File: src/rtl/clipped_alpha_blend_unit_assert.svh
// Assertion macros shared by the clipped alpha blend RTL.
// Expects clk_i and rst_ni in the scope where the macros are used.
`ifndef CLIPPED_ALPHA_BLEND_UNIT_ASSERT_SVH
`define CLIPPED_ALPHA_BLEND_UNIT_ASSERT_SVH

// same-cycle implication
`define CAB_ASSERT_IMPL(lbl, ante, cons, msg) \
  lbl: assert property (@(posedge clk_i) disable iff (!rst_ni) (ante) |-> (cons)) \
    else $error(msg);

// next-cycle implication
`define CAB_ASSERT_NEXT(lbl, ante, cons, msg) \
  lbl: assert property (@(posedge clk_i) disable iff (!rst_ni) (ante) |=> (cons)) \
    else $error(msg);

`endif

File: src/rtl/cab_pkg.sv
// Types and constants for the clipped alpha blend unit.
// No dependencies; used by cab_blend and clipped_alpha_blend_unit.
package cab_pkg;

  localparam int unsigned ChanW  = 8;
  localparam int unsigned NumCh  = 4;
  localparam int unsigned PixW   = ChanW * NumCh;
  localparam int unsigned CoordW = 12;
  localparam int unsigned CfgW   = 13;

  typedef logic [ChanW-1:0]  chan_t;
  typedef logic [PixW-1:0]   pixel_t;
  typedef logic [CoordW-1:0] coord_t;
  typedef logic [CfgW-1:0]   cfg_word_t;

  typedef enum logic [1:0] {
    CFG_OFFSET_X    = 2'd0,
    CFG_OFFSET_Y    = 2'd1,
    CFG_DEST_WIDTH  = 2'd2,
    CFG_DEST_HEIGHT = 2'd3
  } cfg_idx_e;

  localparam chan_t ALPHA_CLEAR  = 8'h00;
  localparam chan_t ALPHA_OPAQUE = 8'hFF;

endpackage

File: src/rtl/cab_blend.sv
// Four-channel RGBA8 "over" blend, alpha taken from the sprite top byte.
// Combinational; uses cab_pkg types.
module cab_blend (
  input  cab_pkg::pixel_t sprite_px_i,
  input  cab_pkg::pixel_t dest_px_i,
  output cab_pkg::pixel_t blend_px_o
);

  // round(n/255) for n <= 255*255, exact (quotient is never a half)
  function automatic cab_pkg::chan_t div255_round(input logic [15:0] n);
    logic [16:0] t;
    logic [16:0] r;
    t = {1'b0, n} + 17'd128;
    r = (t + (t >> 8)) >> 8;
    return r[7:0];
  endfunction

  cab_pkg::chan_t alpha;
  cab_pkg::chan_t inv_alpha;

  assign alpha     = sprite_px_i[cab_pkg::PixW-1 -: cab_pkg::ChanW];
  assign inv_alpha = cab_pkg::ALPHA_OPAQUE - alpha;

  for (genvar ch = 0; ch < cab_pkg::NumCh; ch++) begin : g_ch
    cab_pkg::chan_t s_c;
    cab_pkg::chan_t d_c;
    logic [15:0]    s_prod;
    logic [15:0]    d_prod;
    logic [8:0]     sum;

    assign s_c    = sprite_px_i[ch*cab_pkg::ChanW +: cab_pkg::ChanW];
    assign d_c    = dest_px_i[ch*cab_pkg::ChanW +: cab_pkg::ChanW];
    assign s_prod = alpha * s_c;
    assign d_prod = inv_alpha * d_c;
    assign sum    = {1'b0, div255_round(s_prod)} + {1'b0, div255_round(d_prod)};
    assign blend_px_o[ch*cab_pkg::ChanW +: cab_pkg::ChanW] =
      sum[8] ? cab_pkg::ALPHA_OPAQUE : sum[7:0];
  end

endmodule

File: src/rtl/clipped_alpha_blend_unit.sv
// Clipped alpha blend unit: sprite pixel placement, clipping and RGBA8 blend.
// Depends on cab_pkg, cab_blend and clipped_alpha_blend_unit_assert.svh.
//
// Usage:
//  - Input channel (in_valid_i/in_ready_o): one beat carries a sprite pixel,
//    its column and row in the sprite, and the destination pixel under it.
//  - Output channel (out_valid_o/out_ready_i): one beat per input beat with
//    write flag, destination x/y (low 12 bits of the sums) and the new pixel.
//  - Config port: cfg_we_i writes cfg_wdata_i into register cfg_idx_i
//    (offset x, offset y, dest width, dest height). Write only while idle.
//    Width and height are clamped to MAX_DIM when written.
//  - Pipeline: input register then result register; all math sits between
//    the two registers. Throughput: one beat per cycle while out_ready_i is high.
//  - Reset: pipeline empties, all config registers return to 0 (every target
//    is outside until a size is written).
//  - Receiver stall: the result register holds, the input register holds one
//    more beat behind it, then in_ready_o drops until out_ready_i returns.
`include "clipped_alpha_blend_unit_assert.svh"

module clipped_alpha_blend_unit #(
  parameter int unsigned MAX_DIM = 4096
) (
  input  logic                 clk_i,
  input  logic                 rst_ni,

  input  logic                 cfg_we_i,
  input  logic [1:0]           cfg_idx_i,
  input  cab_pkg::cfg_word_t   cfg_wdata_i,

  input  logic                 in_valid_i,
  output logic                 in_ready_o,
  input  cab_pkg::coord_t      sprite_col_i,
  input  cab_pkg::coord_t      sprite_row_i,
  input  cab_pkg::pixel_t      sprite_pixel_i,
  input  cab_pkg::pixel_t      dest_pixel_i,

  output logic                 out_valid_o,
  input  logic                 out_ready_i,
  output logic                 write_enable_o,
  output cab_pkg::coord_t      dest_x_o,
  output cab_pkg::coord_t      dest_y_o,
  output cab_pkg::pixel_t      new_pixel_o
);

  localparam int unsigned DimW = $clog2(MAX_DIM + 1);
  localparam int unsigned CmpW = (DimW > cab_pkg::CfgW) ? DimW : cab_pkg::CfgW;
  localparam logic [CmpW-1:0] MaxDimC = CmpW'(MAX_DIM);

  // config registers
  cab_pkg::cfg_word_t off_x_q, off_y_q, width_q, height_q;
  cab_pkg::cfg_word_t clamped_val;

  assign clamped_val = (CmpW'(cfg_wdata_i) > MaxDimC) ? cab_pkg::CfgW'(MaxDimC)
                                                      : cfg_wdata_i;

  always_ff @(posedge clk_i or negedge rst_ni) begin
    if (!rst_ni) begin
      off_x_q  <= '0;
      off_y_q  <= '0;
      width_q  <= '0;
      height_q <= '0;
    end else if (cfg_we_i) begin
      case (cab_pkg::cfg_idx_e'(cfg_idx_i))
        cab_pkg::CFG_OFFSET_X:    off_x_q  <= cfg_wdata_i;
        cab_pkg::CFG_OFFSET_Y:    off_y_q  <= cfg_wdata_i;
        cab_pkg::CFG_DEST_WIDTH:  width_q  <= clamped_val;
        cab_pkg::CFG_DEST_HEIGHT: height_q <= clamped_val;
        default: ;
      endcase
    end
  end

  // input register
  logic               s1_valid_q;
  cab_pkg::coord_t    col_q, row_q;
  cab_pkg::pixel_t    spix_q, dpix_q;
  logic               s1_adv;
  logic               in_fire;

  assign s1_adv     = !out_valid_o || out_ready_i;
  assign in_ready_o = !s1_valid_q || s1_adv;
  assign in_fire    = in_valid_i && in_ready_o;

  always_ff @(posedge clk_i or negedge rst_ni) begin
    if (!rst_ni) begin
      s1_valid_q <= 1'b0;
    end else if (in_ready_o) begin
      s1_valid_q <= in_valid_i;
    end
  end

  always_ff @(posedge clk_i) begin
    if (in_fire) begin
      col_q  <= sprite_col_i;
      row_q  <= sprite_row_i;
      spix_q <= sprite_pixel_i;
      dpix_q <= dest_pixel_i;
    end
  end

  // placement and clipping
  logic signed [13:0] tx, ty;
  logic               in_x, in_y, we;
  cab_pkg::chan_t     alpha;
  cab_pkg::pixel_t    blend_px;
  cab_pkg::pixel_t    np;

  assign tx    = $signed({2'b00, col_q}) + $signed({off_x_q[12], off_x_q});
  assign ty    = $signed({2'b00, row_q}) + $signed({off_y_q[12], off_y_q});
  assign in_x  = !tx[13] && (tx[12:0] < width_q);
  assign in_y  = !ty[13] && (ty[12:0] < height_q);
  assign alpha = spix_q[cab_pkg::PixW-1 -: cab_pkg::ChanW];
  assign we    = in_x && in_y && (alpha != cab_pkg::ALPHA_CLEAR);

  cab_blend u_blend (
    .sprite_px_i (spix_q),
    .dest_px_i   (dpix_q),
    .blend_px_o  (blend_px)
  );

  always_comb begin
    np = dpix_q;
    if (we) begin
      np = (alpha == cab_pkg::ALPHA_OPAQUE) ? spix_q : blend_px;
    end
  end

  // result register
  logic            out_valid_q;
  logic            write_enable_q;
  cab_pkg::coord_t dest_x_q, dest_y_q;
  cab_pkg::pixel_t new_pixel_q;

  always_ff @(posedge clk_i or negedge rst_ni) begin
    if (!rst_ni) begin
      out_valid_q <= 1'b0;
    end else if (s1_adv) begin
      out_valid_q <= s1_valid_q;
    end
  end

  always_ff @(posedge clk_i) begin
    if (s1_adv && s1_valid_q) begin
      write_enable_q <= we;
      dest_x_q       <= tx[11:0];
      dest_y_q       <= ty[11:0];
      new_pixel_q    <= np;
    end
  end

  assign out_valid_o    = out_valid_q;
  assign write_enable_o = write_enable_q;
  assign dest_x_o       = dest_x_q;
  assign dest_y_o       = dest_y_q;
  assign new_pixel_o    = new_pixel_q;

  `CAB_ASSERT_NEXT(a_in_lands, in_fire, s1_valid_q, "accepted beat missing from input stage")
  `CAB_ASSERT_NEXT(a_s1_holds, s1_valid_q && !s1_adv, s1_valid_q, "stalled beat dropped")
  `CAB_ASSERT_NEXT(a_s1_moves, s1_valid_q && s1_adv, out_valid_q, "beat lost between stages")
  `CAB_ASSERT_IMPL(a_ready_free, !out_valid_q, in_ready_o, "input blocked with empty result")

endmodule

File: config.mk
export PLATFORM = sky130hd
export DESIGN_NAME = clipped_alpha_blend_unit
export DESIGN_NICKNAME = d
export VERILOG_FILES = /design/src/rtl/cab_pkg.sv /design/src/rtl/cab_blend.sv /design/src/rtl/clipped_alpha_blend_unit.sv
export VERILOG_INCLUDE_DIRS = /design/src /design/src/rtl
export SDC_FILE = /design/constraint.sdc
export NUM_CORES = 1
export LEC_CHECK = 0
export BUFFER_PORTS_ARGS = -buffer_cell sky130_fd_sc_hd__clkbuf_2
export CAP_MARGIN = 15
export CORE_MARGIN = 2
export CORE_UTILIZATION = 55
export DETAILED_ROUTE_END_ITERATION = 10
export PLACE_DENSITY = 0.73
export SYNTH_ARGS = -nofsm -noshare
export SYNTH_HDL_FRONTEND = slang
export SYNTH_HIERARCHICAL = 1
export SYNTH_SLANG_ARGS = --single-unit
File: constraint.sdc
create_clock -name clk_i -period 13.1 [get_ports clk_i]
set_input_delay 1.965 -clock clk_i [delete_from_list [all_inputs] [get_ports clk_i]]
set_output_delay 1.965 -clock clk_i [all_outputs]
set_load 0.05 [all_outputs]
Word-level counts from Yosys, hierarchy flattened
Cells that the tools add are included.

word-level totals
  logic and storage cells = 77
  bits in registers = 199

cells by class
  magnitude comparators = 3
  reductions and logical operators = 18
  multipliers = 8
  mux-type cells = 7
  add/sub/neg operators = 23
  eq/ne operators = 4

operators by type and width
  kind                     number
  $add A16 B8 Y17 const B  8
  $add A16 B9 Y16          8
  $mul A8 B8 Y16           8
  $mux W32                 2
  $add A8 B8 Y9            4
  $mux W8                  4
  $add A13 B13 Y14         2
  $lt A13 B13 Y1           2
  $gt A13 B13 Y1 const B   1
  $mux W13                 1
  $eq A8 B8 Y1 const B     1
  $reduce_and A2 Y1        4
  $reduce_bool A8 Y1       1
  $sub A8 B8 Y8 const A    1
  $logic_and A1 B1 Y1      6
  $eq A2 B2 Y1 const B     2
  $logic_not A1 Y1         4
  $eq A2 B1 Y1 const B     1
  $logic_not A2 Y1         1
  $logic_or A1 B1 Y1       2

Depth between registers and ports, before layout
Gate-level depths: netlist (run 1).

  depth after elaboration = 8
  gate-level depth with buffers = 40
  depth with buffers taken out = 37

Hierarchy
The synthesis (run 1) kept the hierarchy.

by module, submodules not included
  module                    cells an instance  area an instance (um2)  times used
  cab_blend                 2445               20708.6                 1
  clipped_alpha_blend_unit  607                8888.5                  1

Worst setup path after synthesis (run 1)
No wires, ideal clock.

  path type = reg-to-reg
  start = register spix_q[24]
  end = register new_pixel_q[8] (netlist: new_pixel_o[8]), data pin
  cell stages (with the launch flop) = 39
  path slack = 4.461 ns
  path buffers = 3
  data required time = 12.840 ns
  arrival = 8.379 ns
  cell sequence = edfxtp_1 > clkbuf_1 > clkbuf_1 > clkbuf_1 > nor2b_1 > fa_1 > inv_1 > fa_1 > inv_1 > ha_1 > fa_1 > inv_1 > fa_1 > nor2b_1 > o31a_1 > o21a_1 > nor2_1 > xnor2_1 > [... 3 more ...] > maj3_1 > maj3_1 > a21oi_1 > o21bai_1 > a21oi_1 > xnor2_1 > ha_1 > fa_1 > a21oi_1 > nor2_1 > nor2_1 > o21bai_1 > a21oi_1 > o21bai_1 > a21oi_1 > nand2b_1 > mux2_2 > mux2_4

between the ends
  longest elaborated chain between the ends = 8
  elaborated cells on any way between the ends = 14
  classes of those cells = 6 x add/sub; 2 x mul; 1 x eq/ne; 3 x mux; 2 x reduce/logical

RTL lines
  item                    RTL line                         source
  from (decl)             clipped_alpha_blend_unit.sv:76   cab_pkg::pixel_t spix_q, dpix_q;
  from (signal assigned)  clipped_alpha_blend_unit.sv:96   spix_q <= sprite_pixel_i;
  $sub A8 B8 Y8           cab_blend.sv:22                  assign inv_alpha = cab_pkg::ALPHA_OPAQUE - alpha;
  $mul A8 B8 Y16          cab_blend.sv:34                  assign d_prod = inv_alpha * d_c;
  $add A16 B8 Y17         cab_blend.sv:13                  t = {1'b0, n} + 17'd128;
  $add A16 B9 Y16         cab_blend.sv:14                  r = (t + (t >> 8)) >> 8;
  $add A8 B8 Y9 (*)       cab_blend.sv:35                  assign sum = {1'b0, div255_round(s_prod)} + {1'b0, div255_round(d_prod)};
  $mux W8 (*)             cab_blend.sv:37                  sum[8] ? cab_pkg::ALPHA_OPAQUE : sum[7:0];
  named net blend_px[8]   clipped_alpha_blend_unit.sv:105  cab_pkg::pixel_t blend_px;
  $mux W32 (*)            clipped_alpha_blend_unit.sv:124  np = (alpha == cab_pkg::ALPHA_OPAQUE) ? spix_q : blend_px;
  $mux W32 (*)            clipped_alpha_blend_unit.sv:123  if (we) begin
  named net np[8]         clipped_alpha_blend_unit.sv:106  cab_pkg::pixel_t np;
  to (signal assigned)    clipped_alpha_blend_unit.sv:147  new_pixel_q <= np;
  to (decl)               clipped_alpha_blend_unit.sv:132  cab_pkg::pixel_t new_pixel_q;

Mark *: on every way through the listed nets, which the timed path passes. The rest lies on a longest branch.
A chain may end at the register's enable or synchronous reset.

Worst setup path after layout (run 1)
  start = register spix_q[27]
  end = register new_pixel_q[21] (netlist: new_pixel_o[21]), data pin

The elaborated chain is that of the path after synthesis.

==> metrics, run 1 <==
syn avg cell area=roughly 9.7 um2; synth cell count leaders=ha_1 (469), inv_1 (445), fa_1 (286); Reg2Reg Setup Slack=3.15 ns; area grow syn2layout=7.27%; average wire per standard cell=between 15 and 20 um; worst r2r dst=new_pixel_o[21]; Crit Path Max Fanout=58; Hold Path Origin=width_q[7]; root buf cell=clkbuf_16; Post-CTS Setup Inserts=0; crit start category=register; Die ar.=about 56000 um2; Worst-Skew Late Latency=~0.51 ns; 1st-iter DRT viols=roughly 1300; CTS tree=yes; Die Span X=236 um; Synth area leader=ha_1; drt drc=0; top post-synthesis cells by area=ha_1 (20%), fa_1 (19%), edfxtp_1 (15%); ys async rst share=between 20% and 30%; GRT Util Overall=a little over a quarter; min Tclk post-route=around 10 ns; gpl congestion=about 0.92; worst-case reg-to-reg path depth=34; Vias=roughly 22000; routed wire length=slightly above 70 mm; Clock transition at path regs=0.09 ns; clk_skew=~0.018 ns; area of the core=53500 um2; headroom to the max-slew limit=between 20% and 30%; pin count of the biggest net entering global routing=71; first-pass GRT wire length=about 120 mm; ANT nets after route=0; crit-path max cell delay=0.59 ns; first-pass iteration count of the detailed router=6; chip height=roughly 240 um; initial antenna violation count=6; EDFF count, synth=about 150; worst slew pin tran=around 1.1 ns; vias in the first global route=approximately 24000; # H-tree levels=4; Sink Count=slightly below 200; cts repair resizes=0; total gr overflow=0; post-synthesis cell area=around 30000 um2; # rows=between 80 and 90; I/O Buffers=between 150 and 200; Synth cell types=85; vias per cell=5.63; Seq/Total Area, Yosys=between 15 and 20%; CTS buffer count=17; final hold viol count=0; initial core utilization=around 55%; worst hold path class=register to register; count leader, synth=ha_1; yosys warns=6; synthesis-stage register bit count=199; layout net count=between 4000 and 5000; top cell type's share of synthesized area=19.8%; setup TNS=0 ns; RSZ-0062 raised after global routing=false; Post-CTS Hold Buffers=0; fmax=between 0.1 and 0.15 GHz; CP Data Required Time=13.36 ns; Reg-to-Reg Start=spix_q[27]; Final Setup Violations=0; Most used DFF post-synth=edfxtp_1; max-cap violations=0; run status=completed; DP HPWL=54.3 mm; Worst Setup Path Type=register to register; Max Slew Vio Count=0; Setup crit end kind=register; clk buf depth=2; fin crit share=between 70 and 80%; fraction of layout cells with a size suffix above 1=~10%; most used cell, CP=fa_1; slowest stage cell, crit path=buf_4; Critical Path AT=10.21 ns; Post-Syn Instances=3052; IO Count=~170; hold worst-path end=width_q[7]; hold path depth=2; Net Count, Synth=between 3000 and 4000
cell families (layout without fill, tap and decap cells):
group | count (synthesis) | after routing | synth area share, %
mux | 87 | 87 | 3.53
fa+ha+maj | 762 | 762 | 39.4
xor+xnor | 188 | 188 | 5.59
simple gates | 869 | 869 | 15.9
flops | 199 | 199 | 19.3
buf+inv | 519 | 658 | 6.76
other cells | 0 | 1 | 0
compound gates | 428 | 428 | 9.49
placed cells by master, fill, tap and decap left out, types with 21 or more instances in the layout:
cell,netlist,final
a21oi_1,111,111
o21bai_1,36,36
xor2_1,47,47
nor2b_1,199,199
nor2_1,109,108
and2_1,169,167
clkbuf_2,1,166
edfxtp_1,145,145
nand2_1,181,181
nand2b_1,87,87
dfrtp_1,54,54
a21o_1,40,40
ha_1,469,469
mux2_2,56,56
inv_1,445,445
fa_1,286,286
mux2_4,21,21
o21ai_0,87,87
xnor2_1,140,140
nand3_1,30,30
o21a_1,36,36
nor3_1,22,22
critical path, delay by kind of cell, from the launching register on:
kind / cells / cell delay (ns)
DFF: 1 / 0.33
xor gates and xnor gates: 1 / 0.14
buffers and inverters: 3 / 1.21
and+or+nand+nor: 5 / 0.74
muxes: 2 / 0.56
AOI/OAI and AO/OA: 13 / 2.75
adders and majority gates: 10 / 3.95
layer usage:
layer	track usage, %	vias up	part of all wire (%)
met5	0	-	0.078
met3	4.58	123	4.6
li1	-	10390	-
met1	32.2	10874	42
met4	9.61	8	3.0
met2	46.2	500	50
flip-flops by register name (all words and copies together) (netlist names):
| signal | flops |
|---|---|
| new_pixel_o | 32 |
| dest_y_o | 12 |
| off_x_q | 13 |
| height_q | 13 |
| col_q | 12 |
| width_q | 13 |
| out_valid_o | 1 |
| dpix_q | 32 |
| row_q | 12 |
| dest_x_o | 12 |
| s1_valid_q | 1 |
| write_enable_o | 1 |
| off_y_q | 13 |
| spix_q | 32 |
layout make-up:
cell class / count / area (um2)
inverter: 446 / 1670
antenna: 1 / 2.50
clock buffer: 17 / 425
multi-input combinational: 2334 / 21900
clock inverter: 15 / 213
fill: 4525 / 21700
tap: 696 / 871
timing repair buffer: 180 / 948
sequential: 199 / 5710
stage by stage:
step	setup WS (ns)	area [um2]	std cells	hold slack (ns)	utilization, %
5_1_grt	2.53	31700	3887	0.519	59.3
3_5_place_dp	3.27	31100	3855	0.475	58.2
4_1_cts	3.24	31700	3887	0.495	59.3
6_report	3.15	31700	3888	0.493	59.3
3_3_place_gp	3.57	31100	3855	0.466	58.2
2_1_floorplan	4.46	29600	3052	0.449	-
worst max-delay path by stage:
stage	start	end	slack [ns]	cells after the start
after floorplan	spix_q[24]	new_pixel_o[8]	4.46	38
after global placement	spix_q[27]	new_pixel_o[23]	3.57	34
after detailed placement	spix_q[27]	new_pixel_o[10]	3.27	35
after CTS	spix_q[27]	new_pixel_o[16]	3.24	34
after global routing	spix_q[27]	new_pixel_o[13]	2.53	35
final	spix_q[27]	new_pixel_o[21]	3.15	34
Power of run 1 is left out: the tool's default activity adds up to more than one toggle a clock period on the data nets, which glitch-free logic cannot reach.
==> inputs of run 2 (changes only) <==
Settings changed: ABC_AREA set to 1.
Clock period 13.1 ns to 10.4 ns, I/O delays scaled along.
==> run 2 against run 1 <==
Effect of this change: via count grew 25%; non-clock buffer count rose by 8; final area increased by 8.1%.
==> metrics, run 2 <==
routed wire length=80.3 mm (+14%); EDFF count, synth=145 (unchanged); fmax=0.118 GHz (+17%); ys async rst share=27.1% (unchanged); first-pass iteration count of the detailed router=5 (-1); area grow syn2layout=6.91%; most frequent cells in the layout=nand2_1 (1159), inv_1 (943), ha_1 (469); Crit Path Max Fanout=47 (-19%); syn avg cell area=7.34 um2 (-24%); Synth cell types=44 (-48%); synthesis-stage register bit count=199 (unchanged); min Tclk post-route=8.48 ns (-1.47 ns); Post-CTS Setup Inserts=0 (unchanged); crit start category=register; RSZ-0062 raised after global routing=false; fraction of layout cells with a size suffix above 1=6.45% (-3.6 points); fin crit share=81.5% (+5.6 points); hold worst-path end=off_x_q[6]; XOR/XNOR share of the synthesized area=3.36% (-2.2 points); Clock transition at path regs=0.09 ns (about the same); Sink Count=199 (unchanged); Post-CTS Hold Buffers=0 (unchanged); Worst-Skew Late Latency=0.52 ns (about the same); vias in the first global route=26717 (+13%); Die Span X=246 um (+4.1%); Buf+Inv Stages, Crit Path=8 (+5); crit-path max cell delay=0.62 ns (+0.03 ns); ant diodes=0 (-1); initial core utilization=55.6% (+0.32 points); Net Count, Synth=5239 (+34%); commonest non-fill, non-tap cell in the layout=nand2_1; initial antenna violation count=1 (-5); worst slew pin tran=1.11 ns (-0.00822 ns); Vias=27443 (+25%); top cell type's share of synthesized area=18.3% (-1.5 points); IO Count=167 (unchanged); CTS tree=yes; hold path depth=2 (unchanged); cts repair resizes=0 (unchanged); Post-Place Worst Slack=1.96 ns (-1.32 ns); DP HPWL=63.9 mm (+18%); Reg-to-Reg Start=spix_q[27]; Max Slew Vio Count=0 (unchanged); GRT Util Overall=27.4% (+1.1 points); Worst Setup Path Type=register to register; 1st-iter DRT viols=1814 (+41%); # rows=88 (+3.5%); Post-Syn Instances=4376 (+43%); worst hold path class=register to register; clk buf depth=2 (unchanged); Most used DFF post-synth=edfxtp_1; CP Data Required Time=10.66 ns (-2.70 ns); Die ar.=60300 um2 (+8.3%); yosys warns=6 (unchanged); largest family of logic cells by synthesized area=adder cells; Synth Area in Compound Gates=5.62% (-3.9 points); post-synthesis cell area=32100 um2 (+8.5%); total gr overflow=0 (unchanged); Reg2Reg Setup Slack=1.92 ns (-1.23 ns); multiplexer share of the synthesized area=0.0312% (-3.5 points); Seq/Total Area, Yosys=17.8% (-1.5 points); most used cell, CP=nand2_1; Hold Path Origin=off_x_q[6]; root buf cell=clkbuf_16; average wire per standard cell=15.3 um (-16%); I/O Buffers=166 (unchanged); final setup margin=1.92 ns (-1.23 ns); final hold viol count=0 (unchanged); clk_skew=0.0246 ns (+0.00685 ns); run status=completed; Layout fillers=5315 (+17%); post-synthesis simple-gate area fraction=24.6% (+8.7 points); top post-synthesis cells by area=ha_1 (18%), fa_1 (18%), edfxtp_1 (14%); gpl congestion=0.959 (+4.6%); ANT nets after route=0 (unchanged); Setup crit end kind=register; worst r2r dst=new_pixel_o[13]; slowest stage cell, crit path=edfxtp_1; layout net count=5343 (+32%); Critical Path AT=8.74 ns (-1.47 ns); Synth Area in Adders=36.1% (-3.3 points); pin count of the biggest net entering global routing=70 (-1.4%); Synth area leader=ha_1; count leader, synth=nand2_1; first-pass GRT wire length=133 mm (+13%); max-cap violations=0 (unchanged); CTS buffer count=17 (unchanged); Final Setup Violations=0 (unchanged); Post-Place Cell Area=33700 um2 (+8.2%); headroom to the max-slew limit=26.1% (+0.72 points); Final Cell Area=34300 um2 (+8.1%); area of the core=57700 um2 (+7.9%); vias per cell=5.22 (-7.3%); setup TNS=0 ns (unchanged); cell family with most CP delay=adder cells; worst-case reg-to-reg path depth=40 (+18%); # H-tree levels=4 (unchanged); chip height=246 um (+4.1%); synth cell count leaders=nand2_1 (1159), inv_1 (944), ha_1 (469); drt drc=0 (unchanged)
run 2: cell count changes in the layout (fill, tap and decap cells not counted), sizes merged, moves of 77 or more:
cell / change
nor2: +289
nand3: +214
inv: +505
and2: -166
nand2: +995
nand2b: -87
nor2b: -199
mux2: -77
xnor2: -106
run 2: area by class of cell:
type	instances	area, um2	area share [%]
inverter	949	3560	10.4
clock buffer	17	425	1.24
timing repair buffer	188	1020	2.97
clock inverter	15	240	0.700
sequential	199	5710	16.6
multi-input combinational	3125	22400	65.3
tap	765	957	2.79
run 2: layer usage:
metal | wire [um] | global-route usage [%]
met1 | 36200 | 37.3
met4 | 1210 | 6.15
met5 | 0 | 0
met2 | 37500 | 46.0
met3 | 5370 | 4.25
run 2: worst max path at each step:
stage	from	endpoint	slack, ns	cells past startpoint
after floorplan	spix_q[31]	new_pixel_o[21]	2.82	43
after global routing	spix_q[27]	new_pixel_o[29]	1.23	39
after global placement	spix_q[29]	new_pixel_o[18]	2.02	41
after detailed placement	spix_q[27]	new_pixel_o[10]	1.96	40
final	spix_q[27]	new_pixel_o[13]	1.92	40
after CTS	spix_q[27]	new_pixel_o[13]	1.95	40
run 2: logic make-up after synthesis:
family                   after synthesis
XOR/XNOR                             113
AO/OA/AOI/OAI                        334
AND/OR/NAND/NOR                     1922
multiplexers                           1
flip-flops                           199
buffers and inverters               1052
adder cells (fa/ha/maj)              755
run 2: tightest hold or removal path, stage by stage, from the launching register on:
cell and delay [ns]:
dfrtp_1 0.36, nand2_1 0.05, o21ai_0 0.06
run 2: metrics by stage:
stage          cells  hold WS (ns)  utilization [%]
6_report        5258         0.503             59.5
2_1_floorplan   4376         0.447                -
3_5_place_dp    5226         0.481             58.3
3_3_place_gp    5226         0.472             58.3
4_1_cts         5258         0.504             59.5
5_1_grt         5258         0.537             59.5
Power of run 2 is left out for the same reason.
